### src/rtl/bb_pkg.sv
// Shared types and constants for the 3x3 RGB box blur.
// No dependencies.
package bb_pkg;

    localparam int unsigned ChanW   = 16;
    localparam int unsigned PosW    = 10;
    localparam int unsigned CfgW    = 11;
    localparam int unsigned SumW    = 20;
    localparam int unsigned RecipW  = 25;
    localparam int unsigned RecipSh = 24;
    localparam int unsigned QDepth  = 4;
    localparam int unsigned QAw     = 2;

    typedef struct packed {
        logic [ChanW-1:0] blue;
        logic [ChanW-1:0] green;
        logic [ChanW-1:0] red;
    } t_pix;

    typedef struct packed {
        logic prev;
        logic cur;
        logic first;
        logic second;
    } t_axis;

    typedef struct packed {
        t_pix [8:0]      win;
        logic [PosW-1:0] row;
        logic [PosW-1:0] col;
        t_axis           rf;
        t_axis           cf;
    } t_job;

    typedef struct packed {
        logic [QAw:0] count;
        logic         empty;
    } t_qstat;

    function automatic logic [RecipW-1:0] recip(input logic [3:0] n);
        logic [RecipW-1:0] m;
        case (n)
            4'd2:    m = 25'd8388608;
            4'd3:    m = 25'd5592406;
            4'd4:    m = 25'd4194304;
            4'd6:    m = 25'd2796203;
            4'd9:    m = 25'd1864136;
            default: m = 25'd16777216;
        endcase
        return m;
    endfunction

endpackage

### src/rtl/bb_fifo.sv
// Short job queue between the front end and the averaging back end.
// Depends on bb_pkg.
module bb_fifo
    import bb_pkg::*;
(
    input  logic   i_clk,
    input  logic   i_rst_n,
    input  logic   i_push,
    input  t_job   i_job,
    input  logic   i_pop,
    output t_job   o_head,
    output t_qstat o_stat
);
    t_job           r_mem [QDepth];
    logic [QAw-1:0] r_wp, r_rp;
    logic [QAw:0]   r_cnt;

    always_ff @(posedge i_clk) begin
        if (!i_rst_n) begin
            r_wp  <= '0;
            r_rp  <= '0;
            r_cnt <= '0;
        end else begin
            if (i_push) begin
                r_wp <= r_wp + QAw'(1);
            end
            if (i_pop) begin
                r_rp <= r_rp + QAw'(1);
            end
            r_cnt <= r_cnt + (QAw+1)'(i_push) - (QAw+1)'(i_pop);
        end
    end

    always_ff @(posedge i_clk) begin
        if (i_push) begin
            r_mem[r_wp] <= i_job;
        end
    end

    assign o_head = r_mem[r_rp];
    assign o_stat = '{count: r_cnt, empty: r_cnt == '0};
endmodule

### config.mk
export PLATFORM = sky130hd
export DESIGN_NAME = bb_fifo
export DESIGN_NICKNAME = d
export VERILOG_FILES = /design/src/rtl/bb_pkg.sv /design/src/rtl/bb_fifo.sv
export SDC_FILE = /design/constraint.sdc
export NUM_CORES = 1
export LEC_CHECK = 0
export BUFFER_PORTS_ARGS = -buffer_cell sky130_fd_sc_hd__buf_2
export CAP_MARGIN = 20
export CORE_MARGIN = 2
export CORE_UTILIZATION = 43
export DETAILED_ROUTE_END_ITERATION = 8
export GPL_ROUTABILITY_DRIVEN = 0
export PLACE_DENSITY_LB_ADDON = 0.05
export SLEW_MARGIN = 15
export SYNTH_ARGS = -nofsm -noshare
export SYNTH_HDL_FRONTEND = slang
export SYNTH_SLANG_ARGS = --single-unit
### constraint.sdc
create_clock -name i_clk -period 32.1 [get_ports i_clk]
set_input_delay 1.605 -clock i_clk [delete_from_list [all_inputs] [get_ports i_clk]]
set_output_delay 1.605 -clock i_clk [all_outputs]
set_load 0.05 [all_outputs]
==> flow_metrics.py, run 1 <==
metrics = {
    "outcome": {
        "outcome": "finished clean",
    },
    "synth": {
        "ys_types": 19,
        "synth_top_cell_area_share": 0.8268,
        "ys_ff_latch": 1849,
        "netlist_top_cells_area": "edfxtp_1 (83%), mux4_2 (16%), buf_6 (0.76%)",
        "avgSynthCellArea_um2": 27.34,
        "synth_nets": 2915,
        "synth_cells": 2444,
        "yosys.area.top_type": "edfxtp_1",
        "ys_warn_count": 0,
        "yosysSeqAreaShare": 0.8295,
        "syn_area_um2": 66830,
    },
    "global_routing": {
        "grt_usage": 0.1981,
        "overflow": 0,
        "grt_pass1_vias": 32140,
        "grt_max_degree": 148,
        "grt_pass1_wl_um": 224800,
        "antenna_found_initial": 130,
    },
    "detailed_routing": {
        "avgRoutedWirePerCell_um": 27.92,
        "ant_nets": 0,
        "drtPass1Iterations": 6,
        "post-route-drc-count": 0,
        "vias": 30470,
        "drt_wl_total_um": 160000,
        "vias_per_cell": 5.316,
        "drtIter0Drc": 1979,
    },
    "sta": {
        "hold_violations": 0,
        "drv_slew": 0,
        "holdWs_ns": 0.5408,
        "rsz0062_at_grt": "no",
        "fin_setup_tns_ns": 0,
        "final.period_utilization": 0.2171,
        "clock.fmax_mhz": 143.5,
        "setup_viol": 0,
        "skew_ns": 0.02179,
        "fin_ws_ns": 25.13,
        "tightest_slew_ns": 1.083,
        "slew_headroom": 0.2780,
        "period_minus_slack_ns": 6.970,
    },
    "clock_tree": {
        "clock_sinks": 1849,
        "htreeDepth": 4,
        "ctsHoldBuffers": 0,
        "numCtsBuffers": 189,
        "insertion_delay_ns": 0.79,
        "tritoncts": "done",
        "cts.repair.resized": 0,
        "cts_setup_buffers": 0,
        "clkSlewWorstSetupHoldPaths_ns": 0.06,
        "root_buffer": "clkbuf_16",
        "cts_buffer_depth": 3,
    },
    "floorplan": {
        "start_util": 0.4333,
        "die_w_um": 398.2,
        "ios": 928,
        "core_area_um2": 154200,
        "die_y_um": 398.2,
        "die-area_um2": 158600,
        "num_rows": 144,
    },
    "power": {
        "total_power_mw": 5.780,
        "p_per_area_nw_per_um2": 72.24,
        "peakVddDrop_uv": 58.66,
        "p_leak_nw": 26.53,
    },
    "critical_path": {
        "rr_endpoint": "r_mem[1][422]$_DFFE_PP_",
        "cp.required_ns": 30.49,
        "cp.buffers_inverters": 4,
        "critPathSlowestCell": "dfxtp_4",
        "reg2reg_depth": 5,
        "crit_path_max_fanout": 67,
        "timing.rr.start": "r_wp[0]$_SDFFE_PN0P_",
        "crit_chain": "buf_4, buf_4, buf_4, mux4_2, buf_2",
        "crit_top_cell": "buf_4",
        "worstSetupEndpointType": "output pin",
        "critPathTopFamily": "buffers and inverters",
        "worstSetupPathType": "flip-flop to output pin",
        "critPathLaunchType": "flip-flop",
        "critPathArrivalTime_ns": 5.37,
        "slowest_delay_ns": 1.04,
        "r2r_slack_ns": 27.91,
    },
    "layout": {
        "final_cell_mix": "edfxtp_1 (1840), buf_2 (927), mux4_2 (460)",
        "multiInputGateArea_um2": 10600,
        "final_nets": 3960,
        "area_delta_synth_final_pct": 19.73,
        "fill_cells": 12130,
        "mostFrequentLayoutCell": "edfxtp_1",
        "seqCellArea_um2": 55440,
        "layout-drive-gt1-share": 0.4657,
        "finalNonFillerCells": 5731,
        "final_cell_area_um2": 80010,
        "fin_util": 0.5188,
    },
    "placed_design": {
        "dp_hpwl_um": 101400,
        "dp_cells": 5341,
        "post-place-ws_ns": 25.76,
        "dpl_cell_area_um2": 73620,
        "portBuffers": 927,
    },
    "hold_path": {
        "min_path_type": "flip-flop to flip-flop",
        "hp-start": "r_rp[0]$_SDFFE_PN0P_",
        "hold_depth": 2,
    },
    "run": {
        "drv_cap": 0,
    },
}
how the worst max path moves through the flow:
| stage | startpoint | endpoint | depth (start not counted) |
|---|---|---|---|
| floorplan | i_push | r_mem[0][0]$_DFFE_PP_ | 1 |
| global placement | flip-flop | o_head[380] | 5 |
| detailed placement | flip-flop | o_head[379] | 5 |
| CTS | flip-flop | o_head[380] | 5 |
| global route | flip-flop | o_head[379] | 5 |
| finish | flip-flop | o_head[118] | 5 |
cell usage after synthesis:
library cell and n:
a21bo_2 1, a21oi_1 1, and2_1 6, buf_1 3, buf_2 47, buf_6 45, clkbuf_1 7, dfxtp_1 9
edfxtp_1 1840, fa_1 1, ha_1 6, inv_1 7, mux2i_1 1, mux4_2 460, nand3b_1 1, nor2_1 5
nor3_1 1, xnor2_1 2, xor3_1 1
layer usage:
metal	up-vias	part of all wire	GRT usage
li1	12880	-	-
met1	15950	0.37	0.2396
met2	1149	0.48	0.3127
met3	394	0.11	0.08980
met4	96	0.034	0.07426
met5	-	0.0038	0
sequential cells by signal (all words and copies together) (netlist names), named ones only:
register  flops
r_mem      1840
r_wp          2
r_cnt         3
r_rp          2
report_power, final:
| part | total, mW | switching (mW) | internal [mW] |
|---|---|---|---|
| clock | 2.19 | 0.900 | 1.29 |
| sequential | 2.81 | 0.0272 | 2.78 |
| combinational | 0.781 | 0.567 | 0.214 |
| total | 5.78 | 1.49 | 4.29 |
worst register-to-register path: cells and delay by family (launching register included):
family                     cells  cell delay, ns
adders and majority gates      1            0.17
and+or+nand+nor                1            0.73
DFF                            1            0.40
buffers and inverters          3            2.44
area by class of cell:
cell class | count | area share
diodes | 43 | 0.001345
clock buffers | 228 | 0.06227
clock inverters | 118 | 0.01587
inverters | 7 | 0.0003284
multi-input cells | 486 | 0.1325
flip-flops and latches | 1849 | 0.6929
well taps | 2044 | 0.03196
repair buffers | 956 | 0.06283
kinds of logic (layout without fill, tap and decap cells):
| kind of cell | after synthesis | count (layout) | share of synthesized area |
|---|---|---|---|
| buf+inv | 109 | 1309 | 0.01206 |
| xor+xnor | 3 | 3 | 0.0006178 |
| mux | 461 | 461 | 0.1552 |
| other cells | 0 | 43 | 0 |
| simple gates | 13 | 13 | 0.001030 |
| compound gates | 2 | 2 | 0.0002246 |
| flops | 1849 | 1849 | 0.8295 |
| fa+ha+maj | 7 | 7 | 0.001423 |
Note: power is estimated with default switching activity, not from simulation.
==> inputs of run 2 (changes only) <==
==> constraint.sdc (replaced) <==
create_clock -name i_clk -period 5.82 [get_ports i_clk]
set_input_delay 0.291 -clock i_clk [delete_from_list [all_inputs] [get_ports i_clk]]
set_output_delay 0.291 -clock i_clk [all_outputs]
set_load 0.05 [all_outputs]
==> flow_metrics.py, run 2 (synthesis gave the netlist of run 1 again) <==
metrics = {
    "global_routing": {
        "met3_usage": 0.07941,
        "met2_usage": 0.3476,
        "antenna_found_initial": 52,
        "grt.met1_usage": 0.2433,
        "top_usage_layer": "met2",
        "grt_pass1_vias": 34430,
        "overflow": 0,
        "grt_usage": 0.2046,
        "grt_pass1_wl_um": 234700,
        "grt_max_degree": 127,
    },
    "layout": {
        "mostFrequentLayoutCell": "edfxtp_1",
        "layout-drive-gt1-share": 0.4120,
        "area_delta_synth_final_pct": 26.67,
        "final_cell_area_um2": 84650,
        "top_register": "r_mem",
        "final_cell_mix": "edfxtp_1 (1840), buf_2 (927), dlygate4sd3_1 (463)",
        "finalNonFillerCells": 6186,
        "final_nets": 4441,
        "largest_registers": "r_mem: 1840 flops, r_cnt: 3 flops",
        "largest_register_ffs": 1840,
        "fill_cells": 11880,
    },
    "placed_design": {
        "portBuffers": 927,
        "dp_hpwl_um": 105100,
        "dpl_cell_area_um2": 73910,
        "dp_cells": 5357,
    },
    "floorplan": {
        "core_area_um2": 154200,
        "num_rows": 144,
        "die-area_um2": 158600,
        "ios": 928,
        "die_w_um": 398.2,
        "die_y_um": 398.2,
        "start_util": 0.4333,
    },
    "detailed_routing": {
        "drtIter0Drc": 2155,
        "vias_per_cell": 5.188,
        "drt_wl_total_um": 164400,
        "post-route-drc-count": 0,
        "avgRoutedWirePerCell_um": 26.57,
        "vias": 32090,
        "drtPass1Iterations": 5,
        "ant_nets": 0,
    },
    "sta": {
        "drv_slew": 0,
        "final.period_utilization": 0.6341,
        "clock.fmax_mhz": 271.0,
        "tightest_slew_ns": 0.9032,
        "slew_headroom": 0.3978,
        "setup_viol": 0,
        "hold_violations": 0,
        "period_minus_slack_ns": 3.691,
        "skew_ns": 0.03610,
        "rsz0062_at_grt": "no",
    },
    "clock_tree": {
        "clock_sinks": 1849,
        "root_buffer": "clkbuf_16",
        "numCtsBuffers": 192,
        "cts_setup_buffers": 0,
        "htreeDepth": 4,
        "cts_buffer_depth": 3,
        "tritoncts": "done",
        "insertion_delay_ns": 0.81,
        "clkSlewWorstSetupHoldPaths_ns": 0.06,
        "cts.repair.resized": 0,
    },
    "critical_path": {
        "crit_path_max_fanout": 32,
        "critPathLaunchType": "flip-flop",
        "cp.required_ns": 5.53,
        "timing.rr.start": "r_wp[0]$_SDFFE_PN0P_",
        "worstSetupEndpointType": "output pin",
        "worstSetupPathType": "flip-flop to output pin",
        "critPathArrivalTime_ns": 3.40,
    },
    "power": {
        "p_leak_nw": 28.48,
        "p_per_area_nw_per_um2": 376.0,
        "peakVddDrop_uv": 273.7,
    },
    "outcome": {
        "outcome": "finished clean",
    },
    "run": {
        "drv_cap": 0,
    },
    "hold_path": {
        "min_path_type": "input port to flip-flop",
        "hp-start": "i_job[6]",
    },
}
-- run 2: cell count changes in the layout (fill, tap and decap cells not counted), moves of 2 or more --
cell           before  now
inv_6               9    3
diode_2            43   21
dlygate4sd3_1       0  463
buf_4              16   19
bufinv_16          23   14
buf_12             12   25
clkinv_1           38   50
inv_16              2    0
clkinv_4            3    0
clkbuf_16         194  198
-- run 2: through the flow --
step | power (mW) | util | hold slack (ns) | setup TNS (ns) | worst slack (ns)
after global routing | 32.88 | 0.5488 | 0.1888 | 0 | 1.869
after global placement | 20.10 | 0.4792 | 0.4989 | 0 | 2.866
after CTS | 32.23 | 0.5485 | 0.1569 | 0 | 1.948
after detailed placement | 20.17 | 0.4792 | 0.5075 | 0 | 2.850
after floorplan | 18.86 | - | 0.3899 | -346.10 | -0.7524
final | 31.82 | 0.5489 | 0.2230 | 0 | 2.129
-- run 2: cell type report --
class | instances | area (µm²) | share of cell area
Antenna cell | 21 | 52.55 | 0.0006208
Clock buffer | 233 | 5086 | 0.06008
Inverter | 7 | 26.28 | 0.0003104
Sequential cell | 1849 | 55440 | 0.6549
Clock inverter | 112 | 969.7 | 0.01146
Tap cell | 2044 | 2557 | 0.03021
Timing Repair Buffer | 1434 | 9917 | 0.1172
Multi-Input combinational cell | 486 | 10600 | 0.1252
-- run 2: what timing repair did --
item,in CTS,in global routing
endpoints found under the hold margin,1849,0
hold buffers,463,0
endpoints found under the setup margin,0,0
-- run 2: critical path: stages (launching register included) --
cell,delay (ns)
dfxtp_4,0.82
buf_12,0.31
buf_4,0.48
mux4_2,0.62
buf_2,0.24
-- run 2: power breakdown --
| group | internal (mW) | total, mW | switching, mW |
|---|---|---|---|
| logic | 1.40 | 4.64 | 3.24 |
| clock network | 6.81 | 11.7 | 4.91 |
| registers | 15.3 | 15.5 | 0.144 |
| total | 23.5 | 31.8 | 8.29 |
-- run 2: worst paths after layout --
| path | depth (start not counted) | endpoint | slack [ns] |
|---|---|---|---|
| setup / recovery | 4 | o_head[434] | 2.13 |
| hold / removal | 2 | r_mem[1][6]$_DFFE_PP_ | 0.22 |
| setup reg to reg | 4 | r_mem[0][47]$_DFFE_PP_ | 3.36 |
| hold reg to reg | 2 | flip-flop | 0.55 |
-- run 2: routing by layer --
metal  routed length, µm  vias to the layer above
met1               61180                    16970
li1                    -                    13800
met2               84180                     1027
met4                3726                       44
met5                 267                        -
met3               15010                      258
