<file path="config.mk">
export PLATFORM = sky130hd
export DESIGN_NAME = bb_back_flat
export DESIGN_NICKNAME = d
export VERILOG_FILES = /design/src/rtl/bb_pkg.sv /design/src/rtl/bb_if.sv /design/src/rtl/bb_back.sv /design/src/flat_wrapper.sv
export SDC_FILE = /design/constraint.sdc
export NUM_CORES = 2
export LEC_CHECK = 0
export BUFFER_PORTS_ARGS = -buffer_cell sky130_fd_sc_hd__clkbuf_2
export CORE_AREA = 4 4 433 328
export CTS_CLUSTER_SIZE = 14
export DETAILED_ROUTE_END_ITERATION = 16
export DIE_AREA = 0 0 437 332
export GPL_ROUTABILITY_DRIVEN = 0
export PLACE_DENSITY = 0.69
export SETUP_SLACK_MARGIN = 0.1
export SLEW_MARGIN = 20
export SYNTH_ARGS = -nofsm -noshare
export SYNTH_HDL_FRONTEND = slang
export SYNTH_SLANG_ARGS = --single-unit
export TNS_END_PERCENT = 20
</file>
<file path="constraint.sdc">
create_clock -name i_clk -period 21.8 [get_ports i_clk]
set_clock_uncertainty 0.05 [all_clocks]
set_input_delay 4.36 -clock i_clk [delete_from_list [all_inputs] [get_ports i_clk]]
set_output_delay 4.36 -clock i_clk [all_outputs]
set_load 0.02 [all_outputs]
</file>
<file path="src/rtl/bb_pkg.sv">
// Shared types and constants for the 3x3 RGB box blur.
// No dependencies.
package bb_pkg;

    localparam int unsigned ChanW   = 16;
    localparam int unsigned PosW    = 10;
    localparam int unsigned CfgW    = 11;
    localparam int unsigned SumW    = 20;
    localparam int unsigned RecipW  = 25;
    localparam int unsigned RecipSh = 24;
    localparam int unsigned QDepth  = 4;
    localparam int unsigned QAw     = 2;

    typedef struct packed {
        logic [ChanW-1:0] blue;
        logic [ChanW-1:0] green;
        logic [ChanW-1:0] red;
    } t_pix;

    typedef struct packed {
        logic prev;
        logic cur;
        logic first;
        logic second;
    } t_axis;

    typedef struct packed {
        t_pix [8:0]      win;
        logic [PosW-1:0] row;
        logic [PosW-1:0] col;
        t_axis           rf;
        t_axis           cf;
    } t_job;

    typedef struct packed {
        logic [QAw:0] count;
        logic         empty;
    } t_qstat;

    function automatic logic [RecipW-1:0] recip(input logic [3:0] n);
        logic [RecipW-1:0] m;
        case (n)
            4'd2:    m = 25'd8388608;
            4'd3:    m = 25'd5592406;
            4'd4:    m = 25'd4194304;
            4'd6:    m = 25'd2796203;
            4'd9:    m = 25'd1864136;
            default: m = 25'd16777216;
        endcase
        return m;
    endfunction

endpackage

</file>
<file path="src/rtl/bb_if.sv">


interface bb_res_if;
    import bb_pkg::*;
    logic             valid;
    logic             ready;
    logic [PosW-1:0]  out_row;
    logic [PosW-1:0]  out_col;
    logic [ChanW-1:0] out_red;
    logic [ChanW-1:0] out_green;
    logic [ChanW-1:0] out_blue;
    logic             last_of_run;
    modport source (output valid, out_row, out_col, out_red, out_green, out_blue,
                    last_of_run, input ready);
    modport sink   (input valid, out_row, out_col, out_red, out_green, out_blue,
                    last_of_run, output ready);
endinterface

</file>
<file path="src/rtl/bb_back.sv">
// Back end: walks the outputs of each job, sums the clipped window, divides, registers.
// Depends on bb_pkg, bb_if.
module bb_back
    import bb_pkg::*;
(
    input  logic      i_clk,
    input  logic      i_rst_n,
    input  t_job      i_head,
    input  t_qstat    i_qstat,
    output logic      o_pop,
    bb_res_if.source  o_res
);
    logic            r_i, r_j;
    logic            w_adv, w_li, w_lj, w_lastjob;
    logic [1:0]      w_orw, w_ocw;
    logic [3:0]      w_cnt;
    t_pix [8:0]      w_sel;

    logic            r_b0_v, r_b1_v, r_b2_v, r_out_valid;
    t_pix [8:0]      r_b0_pix;
    logic [3:0]      r_b0_cnt;
    logic [PosW-1:0] r_b0_row, r_b0_col, r_b1_row, r_b1_col, r_b2_row, r_b2_col;
    logic            r_b0_last, r_b1_last, r_b2_last;
    logic [SumW-1:0] r_b1_sr, r_b1_sg, r_b1_sb, n_sr, n_sg, n_sb;
    logic [RecipW-1:0] r_b1_m;
    logic [SumW+RecipW-1:0] r_b2_pr, r_b2_pg, r_b2_pb;
    logic [PosW-1:0] r_o_row, r_o_col;
    logic [ChanW-1:0] r_o_r, r_o_g, r_o_b;
    logic            r_o_last;

    assign w_adv     = !r_out_valid || o_res.ready;
    assign w_li      = !(i_head.rf.prev && i_head.rf.cur) || r_i;
    assign w_lj      = !(i_head.cf.prev && i_head.cf.cur) || r_j;
    assign w_lastjob = w_li && w_lj;
    assign o_pop     = w_adv && !i_qstat.empty && w_lastjob;
    assign w_orw     = (!r_i && i_head.rf.prev) ? 2'd1 : 2'd2;
    assign w_ocw     = (!r_j && i_head.cf.prev) ? 2'd1 : 2'd2;

    always_comb begin
        logic rok, cok;
        w_cnt = '0;
        for (int wr = 0; wr < 3; wr++) begin
            for (int wc = 0; wc < 3; wc++) begin
                rok = (2'(wr) >= w_orw - 2'd1) && (2'(wr) + 2'd1 >= w_orw)
                    && !(i_head.rf.first && wr < 2) && !(i_head.rf.second && wr < 1);
                cok = (2'(wc) >= w_ocw - 2'd1) && (2'(wc) + 2'd1 >= w_ocw)
                    && !(i_head.cf.first && wc < 2) && !(i_head.cf.second && wc < 1);
                w_sel[wr*3 + wc]  = (rok && cok) ? i_head.win[wr*3 + wc] : '0;
                w_cnt = w_cnt + 4'(rok && cok);
            end
        end
    end

    always_comb begin
        n_sr = '0;
        n_sg = '0;
        n_sb = '0;
        for (int k = 0; k < 9; k++) begin
            n_sr = n_sr + SumW'(r_b0_pix[k].red);
            n_sg = n_sg + SumW'(r_b0_pix[k].green);
            n_sb = n_sb + SumW'(r_b0_pix[k].blue);
        end
    end

    always_ff @(posedge i_clk) begin
        if (!i_rst_n) begin
            r_i         <= 1'b0;
            r_j         <= 1'b0;
            r_b0_v      <= 1'b0;
            r_b1_v      <= 1'b0;
            r_b2_v      <= 1'b0;
            r_out_valid <= 1'b0;
        end else if (w_adv) begin
            r_b0_v      <= !i_qstat.empty;
            r_b1_v      <= r_b0_v;
            r_b2_v      <= r_b1_v;
            r_out_valid <= r_b2_v;
            if (!i_qstat.empty) begin
                if (w_lastjob) begin
                    r_i <= 1'b0;
                    r_j <= 1'b0;
                end else if (w_lj) begin
                    r_i <= 1'b1;
                    r_j <= 1'b0;
                end else begin
                    r_j <= 1'b1;
                end
            end
        end
    end

    always_ff @(posedge i_clk) begin
        if (w_adv) begin
            r_b0_pix  <= w_sel;
            r_b0_cnt  <= w_cnt;
            r_b0_row  <= (w_orw == 2'd1) ? i_head.row - PosW'(1) : i_head.row;
            r_b0_col  <= (w_ocw == 2'd1) ? i_head.col - PosW'(1) : i_head.col;
            r_b0_last <= w_lastjob;
            r_b1_sr   <= n_sr;
            r_b1_sg   <= n_sg;
            r_b1_sb   <= n_sb;
            r_b1_m    <= recip(r_b0_cnt);
            r_b1_row  <= r_b0_row;
            r_b1_col  <= r_b0_col;
            r_b1_last <= r_b0_last;
            r_b2_pr   <= (SumW+RecipW)'(r_b1_sr) * (SumW+RecipW)'(r_b1_m);
            r_b2_pg   <= (SumW+RecipW)'(r_b1_sg) * (SumW+RecipW)'(r_b1_m);
            r_b2_pb   <= (SumW+RecipW)'(r_b1_sb) * (SumW+RecipW)'(r_b1_m);
            r_b2_row  <= r_b1_row;
            r_b2_col  <= r_b1_col;
            r_b2_last <= r_b1_last;
            r_o_r     <= r_b2_pr[RecipSh +: ChanW];
            r_o_g     <= r_b2_pg[RecipSh +: ChanW];
            r_o_b     <= r_b2_pb[RecipSh +: ChanW];
            r_o_row   <= r_b2_row;
            r_o_col   <= r_b2_col;
            r_o_last  <= r_b2_last;
        end
    end

    assign o_res.valid       = r_out_valid;
    assign o_res.out_row     = r_o_row;
    assign o_res.out_col     = r_o_col;
    assign o_res.out_red     = r_o_r;
    assign o_res.out_green   = r_o_g;
    assign o_res.out_blue    = r_o_b;
    assign o_res.last_of_run = r_o_last;
endmodule

</file>
<file path="src/flat_wrapper.sv">
// flat-port wrapper written by rule: the top's interface ports become plain ports
module bb_back_flat import bb_pkg::*;
  (i_clk, i_rst_n, i_head, i_qstat, o_pop, o_res_valid, o_res_out_row, o_res_out_col, o_res_out_red, o_res_out_green, o_res_out_blue, o_res_last_of_run, o_res_ready);
  bb_res_if o_res_i ();
  input  logic i_clk;
  input  logic i_rst_n;
  input  t_job i_head;
  input  t_qstat i_qstat;
  output logic o_pop;
  output wire logic [$bits(o_res_i.valid)-1:0] o_res_valid;
  output wire logic [$bits(o_res_i.out_row)-1:0] o_res_out_row;
  output wire logic [$bits(o_res_i.out_col)-1:0] o_res_out_col;
  output wire logic [$bits(o_res_i.out_red)-1:0] o_res_out_red;
  output wire logic [$bits(o_res_i.out_green)-1:0] o_res_out_green;
  output wire logic [$bits(o_res_i.out_blue)-1:0] o_res_out_blue;
  output wire logic [$bits(o_res_i.last_of_run)-1:0] o_res_last_of_run;
  input wire logic [$bits(o_res_i.ready)-1:0] o_res_ready;
  assign o_res_valid = o_res_i.valid;
  assign o_res_out_row = o_res_i.out_row;
  assign o_res_out_col = o_res_i.out_col;
  assign o_res_out_red = o_res_i.out_red;
  assign o_res_out_green = o_res_i.out_green;
  assign o_res_out_blue = o_res_i.out_blue;
  assign o_res_last_of_run = o_res_i.last_of_run;
  assign o_res_i.ready = o_res_ready;
  bb_back u_core (.i_clk(i_clk), .i_rst_n(i_rst_n), .i_head(i_head), .i_qstat(i_qstat), .o_pop(o_pop), .o_res(o_res_i));
endmodule
</file>
==> impl_metrics.py <==
metrics = {
    "clock_network": {
        "cts_resized": 0,
        "clk-insertion-delay-late_ns": 0.71,
        "postCtsHoldBufs": 0,
        "clock-sinks": 690,
        "cts_tree": "yes",
        "post_cts_buffers": 0,
        "cts.clk_slew.worst_paths_ns": 0.06,
        "clock_path_buffers": 3,
        "htreeDepth": 3,
        "cts-root-buf": "clkbuf_16",
        "cts_buffers": 73,
    },
    "detailed_routing": {
        "first_iter_violations": 3522,
        "wl_um": 181000,
        "drtPass1Iterations": 5,
        "wl_per_cell_um": 21.4,
        "drc_errors": 0,
        "avgViaCountPerCell": 5.12,
        "num_vias": 43300,
        "drtAntennaViolNets": 0,
    },
    "place": {
        "portBuffers": 534,
        "dp_hpwl_um": 151000,
    },
    "setup_path": {
        "crit_path_end_kind": "output port",
        "crit_type": "primary input to output port",
        "arrival_ns": 5.66,
        "r2r-start": "u_core.r_b1_m[21]$_SDFFCE_PP0N_",
        "rr_endpoint": "u_core.r_b2_pr[39]$_DFFE_PN_",
        "reg2regPathDepth": 27,
        "cp-start-kind": "primary input",
        "r2r_slack_ns": 12.88,
        "critPathMaxFanout": 7,
        "required_ns": 17.39,
    },
    "grt": {
        "grt_pass1_wl_um": 279000,
        "antenna_found_initial": 38,
        "gr-total-overflow": 0,
        "grt_pass1_vias": 46900,
        "grt_max_degree": 209,
        "global_route.usage.total_pct": 25.6,
    },
    "synth": {
        "ys_warn_count": 0,
        "syn_inst": 5987,
        "avgSynthCellArea_sq_um": 11.4,
        "async_reset_ff_share_pct": 0,
        "synthFlopType": "edfxtp_1",
        "syn-cell-area_sq_mm": 0.0685,
        "synth_edf_count": 684,
        "synth_cell_type_count": 72,
        "synthesis.nets": 8164,
        "ys_seq_elements": 690,
        "ys_seq_area_share_pct": 30.2,
    },
    "worst_hold_path": {
        "holdPathEnd": "u_core.r_b1_col[7]$_DFFE_PN_",
        "hp-start": "u_core.r_b0_col[7]$_DFFE_PN_",
        "hp-class": "flip-flop to flip-flop",
        "min_path_cells": 0,
    },
    "sta": {
        "fin_setup_tns_ns": 0,
        "tightest_slew_ns": 1.11,
        "hold_viol_final": 0,
        "setup_viol": 0,
        "slew_violations": 0,
        "timing.slew.headroom_pct": 25.3,
        "rsz0062_at_grt": "false",
        "fin_crit_sh_pct": 46.2,
        "min_period_ns": 10.07,
        "fmax_ghz": 0.0993,
    },
    "finish": {
        "area_growth_pct": 10.6,
        "final_cell_mix": "inv_1 (1685), fa_1 (1176), edfxtp_1 (684), ha_1 (534), clkbuf_2 (532)",
        "seq_area_sq_mm": 0.0207,
        "drive_gt1_share_pct": 10.6,
        "final_common_cell": "inv_1",
        "nets": 8685,
        "multi_input_area_sq_mm": 0.0411,
        "post-route-util_pct": 55.0,
        "fillers": 11800,
    },
    "status": {
        "status": "completed",
    },
    "floorplan": {
        "ios": 538,
        "num_rows": 118,
        "core_area_sq_mm": 0.138,
        "fp.dieW_um": 437,
        "fp.dieArea_sq_mm": 0.145,
        "initial_core_util_pct": 49.8,
        "die_h_um": 332,
    },
    "job": {
        "maxCapViolCount": 0,
    },
}
==> logic make-up (layout without fill, tap and decap cells) <==
group                    count (synthesis)  count (layout)  share of synthesized area [%]
flip-flops                             690             690                           30.2
AO/OA/AOI/OAI                          348             348                           3.48
multiplexers                             2               2                         0.0292
adder cells (fa/ha/maj)               1710            1710                           44.1
buffers and inverters                 1799            2375                           9.87
XOR/XNOR                               208             208                           2.66
other                                    0              27                              0
AND/OR/NAND/NOR                       1230            1230                           9.64
==> cells in the mapped netlist, drive strengths merged (6+ instances only) <==
library cell	instances	area, sq um
inv	1687	6330
fa	1176	23500
edfxtp	684	20500
ha	534	6680
and2	395	2470
nand2	324	1220
xnor2	140	1230
nor2b	119	744
and3	116	726
clkbuf	103	387
a21oi	95	483
nor2	79	297
xor2	68	596
o21ai	62	314
nand3	58	290
nor3	56	280
a21o	48	360
or3	18	113
a211oi	17	128
o31ai	15	131
nand2b	14	87.6
a21boi	13	97.6
a31oi	12	81.3
o21a	11	82.6
nand4	10	62.6
a211o	9	78.8
and4	9	78.8
buf	9	41.3
o21bai	9	71.3
a2111oi	8	83.8
nor4	8	50.1
o2111ai	7	61.3
or2	7	43.8
dfxtp	6	120
==> registers in the layout, indices dropped and copies added (netlist names), 4 cells and up <==
| signal | flops |
|---|---|
| u_core.o_res.out_red | 16 |
| u_core.r_b1_col | 10 |
| u_core.o_res.out_col | 10 |
| u_core.r_b1_row | 10 |
| u_core.r_b1_m | 8 |
| u_core.r_b0_col | 10 |
| u_core.r_b2_pr | 16 |
| u_core.r_b0_row | 10 |
| u_core.r_b2_row | 10 |
| u_core.o_res.out_green | 16 |
| u_core.r_b0_pix | 432 |
| u_core.r_b2_pb | 16 |
| u_core.r_b2_pg | 16 |
| u_core.r_b1_sr | 20 |
| u_core.r_b1_sb | 20 |
| u_core.o_res.out_row | 10 |
| u_core.r_b0_cnt | 4 |
| u_core.o_res.out_blue | 16 |
| u_core.r_b2_col | 10 |
| u_core.r_b1_sg | 20 |
==> worst max-delay path: stages <==
cell and delay, ns:
clkbuf_2 0.08, nor2b_1 0.66, a211oi_1 0.16, a21boi_0 0.20, clkbuf_2 0.19
==> per-stage QoR <==
step	hold WS (ns)	std cells	setup WS [ns]	instance area (sq um)
after global routing	0.369	8447	11.64	75700
after floorplan	0.350	5987	3.05	68500
final	0.365	8450	11.73	75700
after global placement	0.350	8292	11.80	73300
after detailed placement	0.355	8292	11.75	73300
after CTS	0.364	8422	11.74	75600
==> how the worst max path moves through the flow <==
| stage | from | to | slack (ns) |
|---|---|---|---|
| 2_1_floorplan | o_res_ready | u_core.o_res.last_of_run$_DFFE_PN_ | 3.05 |
| 3_3_place_gp | o_res_ready | o_pop | 11.80 |
| 3_5_place_dp | o_res_ready | o_pop | 11.75 |
| 4_1_cts | o_res_ready | o_pop | 11.74 |
| 5_1_grt | o_res_ready | o_pop | 11.64 |
| 6_report | o_res_ready | o_pop | 11.73 |
==> layout make-up <==
| cell class | instances | share of cell area (%) |
|---|---|---|
| multi-input cells | 3498 | 54.3 |
| flip-flops and latches | 690 | 27.3 |
| inverters | 1687 | 8.37 |
| repair buffers | 558 | 3.81 |
| well taps | 1860 | 3.07 |
| clock buffers | 84 | 2.47 |
| clock inverters | 46 | 0.625 |
| diodes | 27 | 0.0893 |
==> per-layer routing <==
layer  vias to the layer above  GRT usage (%)  routed length [um]
li1                      19400              -                   -
met1                     21700           34.7               74500
met2                      1831           40.1               82600
met3                       284           6.03               16200
met4                        12           9.89                7700
met5                         -              0                  92
Power is not shown: default switching activity piles up to over one toggle a cycle in this logic, so the estimate is an artifact.
